## src/rtl/dae_pkg.sv

```systemverilog
// Shared constants for the distributed arithmetic encoder.
`timescale 1ns / 1ps

package dae_pkg;

    localparam int PRECISION_DEF = 16;
    localparam int MAX_RESULTS   = 17;
    localparam int HALF_REMAIN   = 15;
    localparam int CFG_IDX_W     = 2;

    localparam logic [15:0] PEND_MAX      = 16'hFFFF;
    localparam logic [15:0] COUNT_MAX     = 16'hFFFF;
    localparam logic [15:0] PROB_ONE_RST  = 16'd46341;
    localparam logic [15:0] PROB_ZERO_RST = 16'd46341;
    localparam logic [15:0] TOTAL_RST     = 16'd200;

    localparam logic [CFG_IDX_W-1:0] CFG_PROB_ONE  = 2'd0;
    localparam logic [CFG_IDX_W-1:0] CFG_PROB_ZERO = 2'd1;
    localparam logic [CFG_IDX_W-1:0] CFG_TOTAL     = 2'd2;

    localparam logic OP_ENCODE = 1'b0;
    localparam logic OP_FINISH = 1'b1;

    typedef struct packed {
        logic        lead;
        logic [15:0] follow;
        logic        ovf;
    } t_result;

endpackage

```

## src/rtl/distributed_arith_encoder.sv

```systemverilog
// Binary arithmetic encoder with overlapping intervals, iterative renormalisation.
//
//  channel | direction | handshake                  | payload
//  --------+-----------+----------------------------+---------------------------------------
//  in      | sink      | i_in_valid / o_in_ready    | i_opcode, i_symbol_bit
//  out     | source    | o_out_valid / i_out_ready  | o_lead_bit, o_follow_count, o_last,
//          |           |                            | o_pending_overflow
//  cfg     | sink      | i_cfg_valid / o_cfg_ready  | i_cfg_index, i_cfg_data
//
// Encode: accept, a multiply step, a split step, then renorm steps (up to PRECISION+1),
// one renorm step per cycle while a held result is not stalled by a full output register,
// then a step to see the loop end, and a flush of the held result.
// Finish: accept, then the two output states S_FIN1 and S_FIN2.
// Reset is synchronous; no clearing pass. A full output register stalls the sequencer
// only when a result has to move on.
`timescale 1ns / 1ps

module distributed_arith_encoder #(
    parameter int PRECISION = dae_pkg::PRECISION_DEF
) (
    input  logic                          i_clk,
    input  logic                          i_rst_n,
    input  logic                          i_in_valid,
    output logic                          o_in_ready,
    input  logic                          i_opcode,
    input  logic                          i_symbol_bit,
    output logic                          o_out_valid,
    input  logic                          i_out_ready,
    output logic                          o_lead_bit,
    output logic [15:0]                   o_follow_count,
    output logic                          o_last,
    output logic                          o_pending_overflow,
    input  logic                          i_cfg_valid,
    output logic                          o_cfg_ready,
    input  logic [dae_pkg::CFG_IDX_W-1:0] i_cfg_index,
    input  logic [15:0]                   i_cfg_data
);
    import dae_pkg::*;

    localparam int RW = PRECISION + 1;
    localparam int PW = RW + 17;
    localparam int WW = PRECISION + 2;
    localparam int IW = $clog2(PRECISION + 2);
    localparam int NW = $clog2(MAX_RESULTS + 1);
    localparam logic [PRECISION-1:0] SECOND = PRECISION'(1) << (PRECISION - 2);
    localparam logic [PW-1:0] ROUND_HALF = PW'(32768);

    typedef enum logic [2:0] {
        S_IDLE, S_MUL, S_SPLIT, S_RENORM, S_DRAIN, S_FIN1, S_FIN2
    } t_state;

    t_state               r_state;
    logic [15:0]          r_prob_one, r_prob_zero, r_total;
    logic [PRECISION-1:0] r_low, r_high;
    logic [15:0]          r_pending, r_count;
    logic                 r_sat;
    logic                 r_sym, r_half;
    logic [RW-1:0]        r_range;
    logic [PW-1:0]        r_prod;
    logic [IW-1:0]        r_iter;
    logic [NW-1:0]        r_n;
    t_result              r_hold;
    logic                 r_hold_valid;
    t_result              r_out;
    logic                 r_out_valid, r_out_last;

    logic                 w_out_free;
    logic                 w_renorm_stop, w_out_load;
    logic [15:0]          w_remaining;
    logic [RW-1:0]        w_range;
    logic [16:0]          w_factor;
    logic [PW-1:0]        w_prod, w_round;
    logic [RW:0]          w_range_p1;
    logic [RW-1:0]        w_range_m1;
    logic [WW-1:0]        w_raw, w_clamp;
    logic [PRECISION-1:0] w_width;
    logic                 w_lt, w_ht, w_straddle, w_fin_h, w_fin_bit;
    logic [PRECISION-1:0] w_low_adj, w_high_adj;

    assign w_out_free  = !r_out_valid || i_out_ready;
    assign w_remaining = (r_count < r_total) ? (r_total - r_count) : 16'd0;
    assign w_range     = (r_high >= r_low) ? (RW'(r_high) - RW'(r_low) + RW'(1)) : RW'(1);
    assign w_factor    = r_sym ? (17'h10000 - {1'b0, r_prob_one}) : {1'b0, r_prob_zero};
    assign w_prod      = PW'(w_range) * PW'(w_factor);
    assign w_round     = r_prod + ROUND_HALF;
    assign w_range_p1  = {1'b0, r_range} + (RW + 1)'(1);
    assign w_range_m1  = r_range - RW'(1);

    always_comb begin
        w_raw = r_half ? {1'b0, w_range_p1[RW:1]} : w_round[PW-1:16];
        w_clamp = w_raw;
        if (w_clamp > {1'b0, w_range_m1}) begin
            w_clamp = {1'b0, w_range_m1};
        end
        if (w_clamp == '0) begin
            w_clamp = WW'(1);
        end
        w_width = w_clamp[PRECISION-1:0];
    end

    assign w_lt       = r_low[PRECISION-1];
    assign w_ht       = r_high[PRECISION-1];
    assign w_straddle = (w_lt != w_ht) && r_low[PRECISION-2] && !r_high[PRECISION-2];
    assign w_low_adj  = w_straddle ? (r_low - SECOND) : r_low;
    assign w_high_adj = w_straddle ? (r_high - SECOND) : r_high;
    assign w_fin_h    = r_high[PRECISION-2];
    assign w_fin_bit  = w_fin_h ? r_high[PRECISION-1] : r_low[PRECISION-1];

    assign w_renorm_stop = (r_iter > IW'(PRECISION)) || (r_n == NW'(MAX_RESULTS));

    // output register loads a transaction this cycle
    always_comb begin
        unique case (r_state)
            S_RENORM: w_out_load = !w_renorm_stop && (w_lt == w_ht) && r_hold_valid
                                   && w_out_free;
            S_DRAIN:  w_out_load = r_hold_valid && w_out_free;
            S_FIN1, S_FIN2: w_out_load = w_out_free;
            default:  w_out_load = 1'b0;
        endcase
    end

    always_ff @(posedge i_clk) begin
        if (!i_rst_n) begin
            r_state      <= S_IDLE;
            r_prob_one   <= PROB_ONE_RST;
            r_prob_zero  <= PROB_ZERO_RST;
            r_total      <= TOTAL_RST;
            r_low        <= '0;
            r_high       <= '1;
            r_pending    <= '0;
            r_count      <= '0;
            r_sat        <= 1'b0;
            r_hold_valid <= 1'b0;
            r_out_valid  <= 1'b0;
            r_iter       <= '0;
            r_n          <= '0;
        end else begin
            if (i_cfg_valid) begin
                unique case (i_cfg_index)
                    CFG_PROB_ONE:  r_prob_one  <= i_cfg_data;
                    CFG_PROB_ZERO: r_prob_zero <= i_cfg_data;
                    CFG_TOTAL:     r_total     <= i_cfg_data;
                    default: ;
                endcase
            end
            if (w_out_load) begin
                r_out_valid <= 1'b1;
            end else if (i_out_ready) begin
                r_out_valid <= 1'b0;
            end

            unique case (r_state)
                S_IDLE: begin
                    if (i_in_valid) begin
                        if (i_opcode == OP_FINISH) begin
                            r_state <= S_FIN1;
                        end else begin
                            r_sym   <= i_symbol_bit;
                            r_half  <= (w_remaining <= 16'(HALF_REMAIN));
                            if (r_count < COUNT_MAX) begin
                                r_count <= r_count + 16'd1;
                            end
                            r_state <= S_MUL;
                        end
                    end
                end
                S_MUL: begin
                    r_range <= w_range;
                    r_prod  <= w_prod;
                    r_state <= S_SPLIT;
                end
                S_SPLIT: begin
                    if (r_range >= RW'(2)) begin
                        if (r_sym) begin
                            r_low <= r_low + w_width;
                        end else begin
                            r_high <= r_low + w_width - PRECISION'(1);
                        end
                    end
                    r_iter  <= '0;
                    r_n     <= '0;
                    r_state <= S_RENORM;
                end
                S_RENORM: begin
                    priority if (w_renorm_stop) begin
                        r_state <= S_DRAIN;
                    end else if (w_lt == w_ht) begin
                        if (!r_hold_valid || w_out_free) begin
                            if (r_hold_valid) begin
                                r_out       <= r_hold;
                                r_out_last  <= 1'b0;
                            end
                            r_hold       <= '{lead: w_ht, follow: r_pending, ovf: r_sat};
                            r_hold_valid <= 1'b1;
                            r_pending    <= '0;
                            r_sat        <= 1'b0;
                            r_low        <= {r_low[PRECISION-2:0], 1'b0};
                            r_high       <= {r_high[PRECISION-2:0], 1'b1};
                            r_iter       <= r_iter + IW'(1);
                            r_n          <= r_n + NW'(1);
                        end
                    end else if (w_straddle) begin
                        if (r_pending < PEND_MAX) begin
                            r_pending <= r_pending + 16'd1;
                        end else begin
                            r_sat <= 1'b1;
                        end
                        r_low  <= {w_low_adj[PRECISION-2:0], 1'b0};
                        r_high <= {w_high_adj[PRECISION-2:0], 1'b1};
                        r_iter <= r_iter + IW'(1);
                    end else begin
                        r_state <= S_DRAIN;
                    end
                end
                S_DRAIN: begin
                    if (!r_hold_valid) begin
                        r_state <= S_IDLE;
                    end else if (w_out_free) begin
                        r_out        <= r_hold;
                        r_out_last   <= 1'b1;
                        r_hold_valid <= 1'b0;
                        r_state      <= S_IDLE;
                    end
                end
                S_FIN1: begin
                    if (w_out_free) begin
                        r_out       <= '{lead: w_fin_bit, follow: r_pending, ovf: r_sat};
                        r_out_last  <= 1'b0;
                        r_pending   <= '0;
                        r_sat       <= 1'b0;
                        r_state     <= S_FIN2;
                    end
                end
                S_FIN2: begin
                    if (w_out_free) begin
                        r_out       <= '{lead: !w_fin_h, follow: 16'd0, ovf: 1'b0};
                        r_out_last  <= 1'b1;
                        r_low       <= '0;
                        r_high      <= '1;
                        r_pending   <= '0;
                        r_count     <= '0;
                        r_sat       <= 1'b0;
                        r_state     <= S_IDLE;
                    end
                end
                default: r_state <= S_IDLE;
            endcase
        end
    end

    assign o_in_ready         = (r_state == S_IDLE);
    assign o_cfg_ready        = 1'b1;
    assign o_out_valid        = r_out_valid;
    assign o_lead_bit         = r_out.lead;
    assign o_follow_count     = r_out.follow;
    assign o_pending_overflow = r_out.ovf;
    assign o_last             = r_out_last;

`ifndef SYNTHESIS
    a_idle_no_hold: assert property (@(posedge i_clk) disable iff (!i_rst_n)
        (r_state == S_IDLE) |-> !r_hold_valid)
        else $error("held result left over in idle");
    a_result_limit: assert property (@(posedge i_clk) disable iff (!i_rst_n)
        r_n <= NW'(MAX_RESULTS))
        else $error("result count above limit");
    a_interval_order: assert property (@(posedge i_clk) disable iff (!i_rst_n)
        r_low <= r_high)
        else $error("interval low above high");
    a_sat_at_max: assert property (@(posedge i_clk) disable iff (!i_rst_n)
        r_sat |-> (r_pending == PEND_MAX))
        else $error("saturation flag without full pending count");
    a_split_follows_mul: assert property (@(posedge i_clk) disable iff (!i_rst_n)
        (r_state == S_MUL) |=> (r_state == S_SPLIT))
        else $error("multiply step not followed by split");
`endif

endmodule
```

## config.mk

```make
export PLATFORM = sky130hd
export DESIGN_NAME = distributed_arith_encoder
export DESIGN_NICKNAME = d
export VERILOG_FILES = /design/src/rtl/dae_pkg.sv /design/src/rtl/distributed_arith_encoder.sv
export SDC_FILE = /design/constraint.sdc
export NUM_CORES = 1
export LEC_CHECK = 0
export ABC_AREA = 0
export BUFFER_PORTS_ARGS = -buffer_cell sky130_fd_sc_hd__buf_4
export CAP_MARGIN = 40
export CORE_MARGIN = 3
export CORE_UTILIZATION = 45
export CTS_BUF_LIST = sky130_fd_sc_hd__clkbuf_8 sky130_fd_sc_hd__clkbuf_16
export CTS_CLUSTER_SIZE = 12
export DETAILED_ROUTE_END_ITERATION = 12
export PLACE_DENSITY_LB_ADDON = 0.08
export SYNTH_ARGS = -nofsm -noshare
export SYNTH_HDL_FRONTEND = slang
export SYNTH_SLANG_ARGS = --single-unit
export TNS_END_PERCENT = 1
```

## constraint.sdc

```tcl
create_clock -name i_clk -period 14.05 [get_ports i_clk]
set_input_delay 1.405 -clock i_clk [delete_from_list [all_inputs] [get_ports i_clk]]
set_output_delay 1.405 -clock i_clk [all_outputs]
set_load 0.05 [all_outputs]
```

==> results of run 1 <==
## final cells by class
class,count,share of cell area [%]
clock buffers,30,2.92
clock inverters,13,0.348
inverters,372,5.88
multi-input cells,1874,64.8
flip-flops and latches,203,20.3
well taps,615,3.24
repair buffers,75,2.53
## worst paths after layout
kind / startpoint / to / slack, ns
worst max-delay path: r_low[4] / r_prod[33] / 4.49
worst min-delay path: r_prob_zero[9] / r_prob_zero[9] / 0.46
worst max register to register: r_low[4] / r_prod[33] / 4.49
worst min register to register: r_prob_zero[9] / r_prob_zero[9] / 0.46
## tightest hold or removal path, stage by stage (launching register included)
cell                      delay, ns
sky130_fd_sc_hd__dfxtp_1       0.31
sky130_fd_sc_hd__nand2_1       0.05
sky130_fd_sc_hd__a21oi_1       0.05
## cells in the final DEF, fill, tap and decap left out, drive strengths merged, types with 7 or more instances in the layout
cell type    n
dfxtp      128
buf         75
clkbuf      30
o21ai       74
or4          8
clkinv      14
a21o        27
a211oi      22
nand2      347
and4         9
and3        43
fa         232
xor2        61
o221ai      10
a31oi       11
a22o        17
nand2b      20
nand3       57
nor4        10
o211ai       9
nor2b        7
edfxtp      75
mux2i       28
ha         200
nor3        47
xnor2       89
nor2       235
nand4       28
or3         21
o21a        20
mux2        21
a21oi      102
inv        371
and2        17
a22oi        8
## cell families after synthesis
family,Yosys count,synth area share [%]
adders and majority gates,432,32.6
xor gates and xnor gates,150,6.00
muxes,49,2.39
other,1,0.0171
AOI/OAI and AO/OA,364,10.9
and+or+nand+nor,878,18.3
buffers and inverters,451,7.76
DFF,203,22.0
## metrics by stage
| step | setup WS (ns) | cells | utilization [%] |
|---|---|---|---|
| 2_1_floorplan | 5.62 | 2528 | - |
| 3_3_place_gp | 4.61 | 3127 | 47.7 |
| 3_5_place_dp | 4.34 | 3138 | 47.9 |
| 4_1_cts | 4.32 | 3181 | 49.5 |
| 5_1_grt | 4.10 | 3182 | 49.6 |
| 6_report | 4.49 | 3182 | 49.6 |
## metal layers
metal	up-vias	track usage [%]	wire length, µm
li1	8417	-	-
met1	8619	34.8	28400
met2	537	38.5	27900
met3	98	3.97	4080
met4	0	7.15	2000
met5	-	0	0
==> metrics.log, run 1 <==
INFO  metric finalHoldViolations = 0
INFO  metric worstPathMaxFanout = 16
INFO  metric grt_setup_unrepaired = no
INFO  metric drc = 0
INFO  metric sequential_cell_area = 4810 µm²
INFO  metric ys_seq_area_share = 22.0%
INFO  metric top_regs = r_prod: 19 flops, r_hold: 18 flops, r_range: 17 flops
INFO  metric mappedNetlistArea = 21900 µm²
INFO  metric slew_headroom = 36.2%
INFO  metric synth.most_common_cell = sky130_fd_sc_hd__inv_1
INFO  metric worst-path-buf-inv = 6
INFO  metric drt_pass1_iterations = 5
INFO  metric drv_slew = 0
INFO  metric synth-main-ff-cell = sky130_fd_sc_hd__dfxtp_1
INFO  metric grt_pass1_wl = 97800 µm
INFO  metric grt_max_degree = 53
INFO  metric max_reg_flops = 19
INFO  metric cells_taking_the_most_area_after_synthesis = sky130_fd_sc_hd__fa_1 21%, sky130_fd_sc_hd__dfxtp_1 12%, sky130_fd_sc_hd__ha_1 11%, sky130_fd_sc_hd__edfxtp_1 10%, sky130_fd_sc_hd__inv_1 6.2%
INFO  metric syn_to_final_growth = 8.46%
INFO  metric drt-initial-drc-count = 1224
INFO  metric final_wl = 62400 µm
INFO  metric die_x = 227 µm
INFO  metric worst-path-stages = 31
INFO  metric cts-root-buf = sky130_fd_sc_hd__clkbuf_16
INFO  metric worst_ep_required_time = 14.35 ns
INFO  metric num_vias = 17700
INFO  metric yosys_warnings = 0
INFO  metric postCtsResizedCells = 0
INFO  metric floorplan.rows = 80
INFO  metric final.setup.tns = 0 ns
INFO  metric synth_largest_type_area_fraction = 21.2%
INFO  metric synthDominantAreaCellType = sky130_fd_sc_hd__fa_1
INFO  metric flip_flop_and_latch_count_after_synthesis = 203
INFO  metric synth_edf_count = 75
INFO  metric cts_htree_levels = 1
INFO  metric timing_worst_slew_pin_value = 0.956 ns
INFO  metric first_global_vias = 17700
INFO  metric slowest_cell_on_the_critical_path = sky130_fd_sc_hd__and2_1
INFO  metric grt_use_total = 24.4%
INFO  metric start_kind = register
INFO  metric syn-mean-instance-area = 8.67 µm²
INFO  metric cts_tree = yes
INFO  metric worstSetupPathType = register to register
INFO  metric drt-wirelength-per-cell = 19.6 µm
INFO  metric vias_per_cell = 5.55
INFO  metric fin_worst_skew = 0.00784 ns
INFO  metric grt-ovfl-total = 0
INFO  metric post_route_ant_nets = 0
INFO  metric antenna_found_initial = 0
INFO  metric period_needed = 9.56 ns
INFO  metric cts.repair_timing.setup_buffer_count = 0
INFO  metric timing.critical_path.to_type = register
INFO  metric synth.top_cells.by_count = 361 x sky130_fd_sc_hd__inv_1, 347 x sky130_fd_sc_hd__nand2_1, 234 x sky130_fd_sc_hd__nor2_1
INFO  metric clock_latency = 0.55 ns
INFO  metric worst_path_dominant_cell_family = adder cells
INFO  metric async_set_or_reset_register_ratio_after_synthesis = 0%
INFO  metric n_antenna_cell = 0
INFO  metric clockBufferDepth = 3
INFO  metric timing.hold.ws = 0.458 ns
INFO  metric timing.critical_path.arrival = 9.86 ns
INFO  metric timing.max_cap.violations = 0
INFO  metric multiInputGateArea = 15400 µm²
INFO  metric drive_above_1_share = 5.92%
INFO  metric start_util = 45.7%
INFO  metric hold_class = register to register
INFO  metric tritoncts_num_sinks = 203
INFO  metric timing.critical_path.slowest_cell_delay = 0.73 ns
INFO  metric placed_area = 23000 µm²
INFO  metric result_of_the_run = finished clean
INFO  metric cts-buffers-inserted = 25
INFO  metric reg2reg_depth = 31
INFO  metric synth_nets = 2985
INFO  metric die_h = 227 µm
INFO  metric post-route-period-util = 68.1%
INFO  metric ctsHoldBuffers = 0
INFO  metric post-dp-hpwl = 49300 µm
INFO  metric design.core.area = 47900 µm²
INFO  metric netlist-cell-type-count = 83
INFO  metric max_freq = 0.105 GHz
INFO  metric post-route-cell-area = 23800 µm²
INFO  metric die-area = 51400 µm²
INFO  metric whs_path_depth = 2
INFO  metric design.portCount = 47
INFO  metric place_congestion = 0.915
INFO  metric setup_viol_count_final = 0
INFO  metric placement.io_buffers = 45
INFO  metric cpMostUsedCell = sky130_fd_sc_hd__fa_1
INFO  metric register_bank_with_the_most_flops = r_prod
INFO  metric finalNetCount = 3008
INFO  metric fill_cells = 4580
INFO  metric syn-instance-count = 2528
INFO  metric clk_pin_slew_worst_paths = 0.06 ns
Power of run 1 is not shown: default switching activity piles up to over one toggle a cycle in this logic, so the estimate is an artifact.
==> inputs of run 2 (changes only) <==
--- a/config.mk
+++ b/config.mk
@@ -5,7 +5,7 @@
 export SDC_FILE = /design/constraint.sdc
 export NUM_CORES = 1
 export LEC_CHECK = 0
-export ABC_AREA = 0
+export ABC_AREA = 1
 export BUFFER_PORTS_ARGS = -buffer_cell sky130_fd_sc_hd__buf_4
 export CAP_MARGIN = 40
 export CORE_MARGIN = 3
==> constraint.sdc (replaced) <==
create_clock -name i_clk -period 9.6 [get_ports i_clk]
set_input_delay 0.96 -clock i_clk [delete_from_list [all_inputs] [get_ports i_clk]]
set_output_delay 0.96 -clock i_clk [all_outputs]
set_load 0.05 [all_outputs]
==> run 2 against run 1 <==
Effect of this change:
- final area increased by 1.9%
- critical path depth increased by 10
- worst setup slack got worse by 3.8 ns
- register-to-register slack got worse by 3.8 ns
- critical endpoint unchanged
- highest routed layer is now met5
==> metrics.log, run 2 <==
INFO  metric result_of_the_run = finished clean
INFO  metric timing_worst_slew_pin_value = 0.925 ns
INFO  metric register_bank_with_the_most_flops = r_prod
INFO  metric place_congestion = 0.934
INFO  metric drt_pass1_iterations = 5
INFO  metric hold_class = register to register
INFO  metric flip_flop_and_latch_count_after_synthesis = 203
INFO  metric die-area = 52600 µm²
INFO  metric syn-mean-instance-area = 7.65 µm²
INFO  metric cts-buffers-inserted = 24
INFO  metric cts.repair_timing.setup_buffer_count = 0
INFO  metric final_wl = 63100 µm
INFO  metric syn-instance-count = 2934
INFO  metric worst_ep_required_time = 9.87 ns
INFO  metric max_reg_flops = 19
INFO  metric post-route-period-util = 92.6%
INFO  metric timing.max_cap.violations = 0
INFO  metric drive_above_1_share = 5.84%
INFO  metric ys_seq_area_share = 21.5%
INFO  metric mostFrequentLayoutCells = 582 x sky130_fd_sc_hd__nand2_1, 572 x sky130_fd_sc_hd__inv_1, 312 x sky130_fd_sc_hd__nor2_1, 232 x sky130_fd_sc_hd__fa_1, 200 x sky130_fd_sc_hd__ha_1
INFO  metric cts_tree = yes
INFO  metric synth_largest_type_area_fraction = 20.7%
INFO  metric max_freq = 0.113 GHz
INFO  metric slowest_cell_on_the_critical_path = sky130_fd_sc_hd__fa_1
INFO  metric die_h = 229 µm
INFO  metric clk_pin_slew_worst_paths = 0.06 ns
INFO  metric start_kind = register
INFO  metric slew_headroom = 37.9%
INFO  metric drv_slew = 0
INFO  metric synth.top_cells.by_count = 582 x sky130_fd_sc_hd__nand2_1, 560 x sky130_fd_sc_hd__inv_1, 312 x sky130_fd_sc_hd__nor2_1
INFO  metric grt-ovfl-total = 0
INFO  metric setup_viol_count_final = 0
INFO  metric post_route_ant_nets = 0
INFO  metric cts_htree_levels = 1
INFO  metric yosys_warnings = 0
INFO  metric drt-wirelength-per-cell = 17.3 µm
INFO  metric start_util = 45.7%
INFO  metric ctsHoldBuffers = 0
INFO  metric antenna_found_initial = 1
INFO  metric finalNetCount = 3419
INFO  metric floorplan.rows = 81
INFO  metric num_vias = 19000
INFO  metric grt_use_total = 24.2%
INFO  metric timing.critical_path.arrival = 9.16 ns
INFO  metric syn_to_final_growth = 7.90%
INFO  metric design.core.area = 49100 µm²
INFO  metric tritoncts_num_sinks = 203
INFO  metric final.setup.tns = 0 ns
INFO  metric design.portCount = 47
INFO  metric async_set_or_reset_register_ratio_after_synthesis = 0%
INFO  metric synth_nets = 3391
INFO  metric cpMostUsedCell = sky130_fd_sc_hd__nand2_1
INFO  metric die_x = 229 µm
INFO  metric timing.critical_path.slowest_cell_delay = 0.55 ns
INFO  metric netlist-cell-type-count = 66
INFO  metric period_needed = 8.89 ns
INFO  metric synth_edf_count = 75
INFO  metric top_regs = r_prod: 19 flops, r_hold: 18 flops, r_range: 17 flops
INFO  metric cts-root-buf = sky130_fd_sc_hd__clkbuf_16
INFO  metric synthDominantAreaCellType = sky130_fd_sc_hd__fa_1
INFO  metric clockBufferDepth = 3
INFO  metric synth.most_common_cell = sky130_fd_sc_hd__nand2_1
INFO  metric fin_worst_skew = 0.0121 ns
INFO  metric clock_latency = 0.54 ns
INFO  metric grt_pass1_wl = 102000 µm
INFO  metric first_global_vias = 19200
INFO  metric post-dp-hpwl = 51800 µm
INFO  metric placement.io_buffers = 45
INFO  metric vias_per_cell = 5.20
INFO  metric n_antenna_cell = 0
INFO  metric synth-main-ff-cell = sky130_fd_sc_hd__dfxtp_1
INFO  metric worstSetupPathType = register to register
INFO  metric grt_max_degree = 70
INFO  metric drc = 0
INFO  metric finalCoreUtilization = 49.3%
INFO  metric postCtsResizedCells = 0
INFO  metric worstPathMaxFanout = 14
INFO  metric mappedNetlistArea = 22400 µm²
INFO  metric mostFrequentLayoutCell = sky130_fd_sc_hd__nand2_1
INFO  metric timing.critical_path.to_type = register
INFO  metric cells_taking_the_most_area_after_synthesis = sky130_fd_sc_hd__fa_1 21%, sky130_fd_sc_hd__dfxtp_1 11%, sky130_fd_sc_hd__ha_1 11%, sky130_fd_sc_hd__edfxtp_1 10%, sky130_fd_sc_hd__nand2_1 9.7%
INFO  metric drt-initial-drc-count = 1385
INFO  metric finalHoldViolations = 0
INFO  metric grt_setup_unrepaired = no
run 2: logic make-up (layout without fill, tap and decap cells):
kind of cell / Yosys count / after routing / share of synthesized area, %
other: 1 / 1 / 0.0167
AND/OR/NAND/NOR: 1133 / 1133 / 21.1
buffers and inverters: 658 / 704 / 11.2
AO/OA/AOI/OAI: 417 / 417 / 10.8
multiplexers: 1 / 1 / 0.0446
XOR/XNOR: 89 / 89 / 3.47
adder cells (fa/ha/maj): 432 / 432 / 31.9
flip-flops: 203 / 203 / 21.5
run 2: final timing paths:
| path | slack [ns] | end | start | cells past startpoint |
|---|---|---|---|---|
| setup reg to reg | 0.71 | r_prod[33] | r_low[1] | 41 |
| setup / recovery | 0.71 | r_prod[33] | r_low[1] | 41 |
| hold / removal | 0.43 | r_hold[16] | r_pending[15] | 0 |
| hold reg to reg | 0.43 | r_hold[16] | r_pending[15] | 0 |
run 2: cell type report:
| cell class | count | area (µm²) |
|---|---|---|
| Multi-Input combinational cell | 2073 | 15100 |
| Sequential cell | 203 | 4810 |
| Clock inverter | 18 | 87.6 |
| Fill cell | 4973 | 24800 |
| Clock buffer | 26 | 628 |
| Tap cell | 664 | 831 |
| Timing Repair Buffer | 67 | 503 |
| Inverter | 593 | 2230 |
run 2: through the flow:
step	setup slack, ns	hold WS [ns]	area [µm²]	cells
finish	0.715	0.433	24200	3644
global route	0.0957	0.445	24200	3644
CTS	0.750	0.430	24200	3644
detailed placement	0.798	0.416	23500	3600
global placement	0.950	0.414	23500	3598
floorplan	1.90	0.408	22400	2934
run 2: critical path, delay by kind of cell (launching register included):
family	cells	cell delay, ns
buf+inv	7	0.89
fa+ha+maj	10	4.33
compound gates	5	1.04
simple gates	17	1.69
flops	1	0.45
xor+xnor	2	0.22
run 2: layer usage:
metal,vias up,share of wire (%),global-route usage (%)
li1,9298,-,-
met1,9059,44,32.4
met2,491,47,40.7
met3,112,5.0,2.95
met4,2,3.8,8.37
met5,-,0.021,0
Power of run 2 is left out for the same reason.
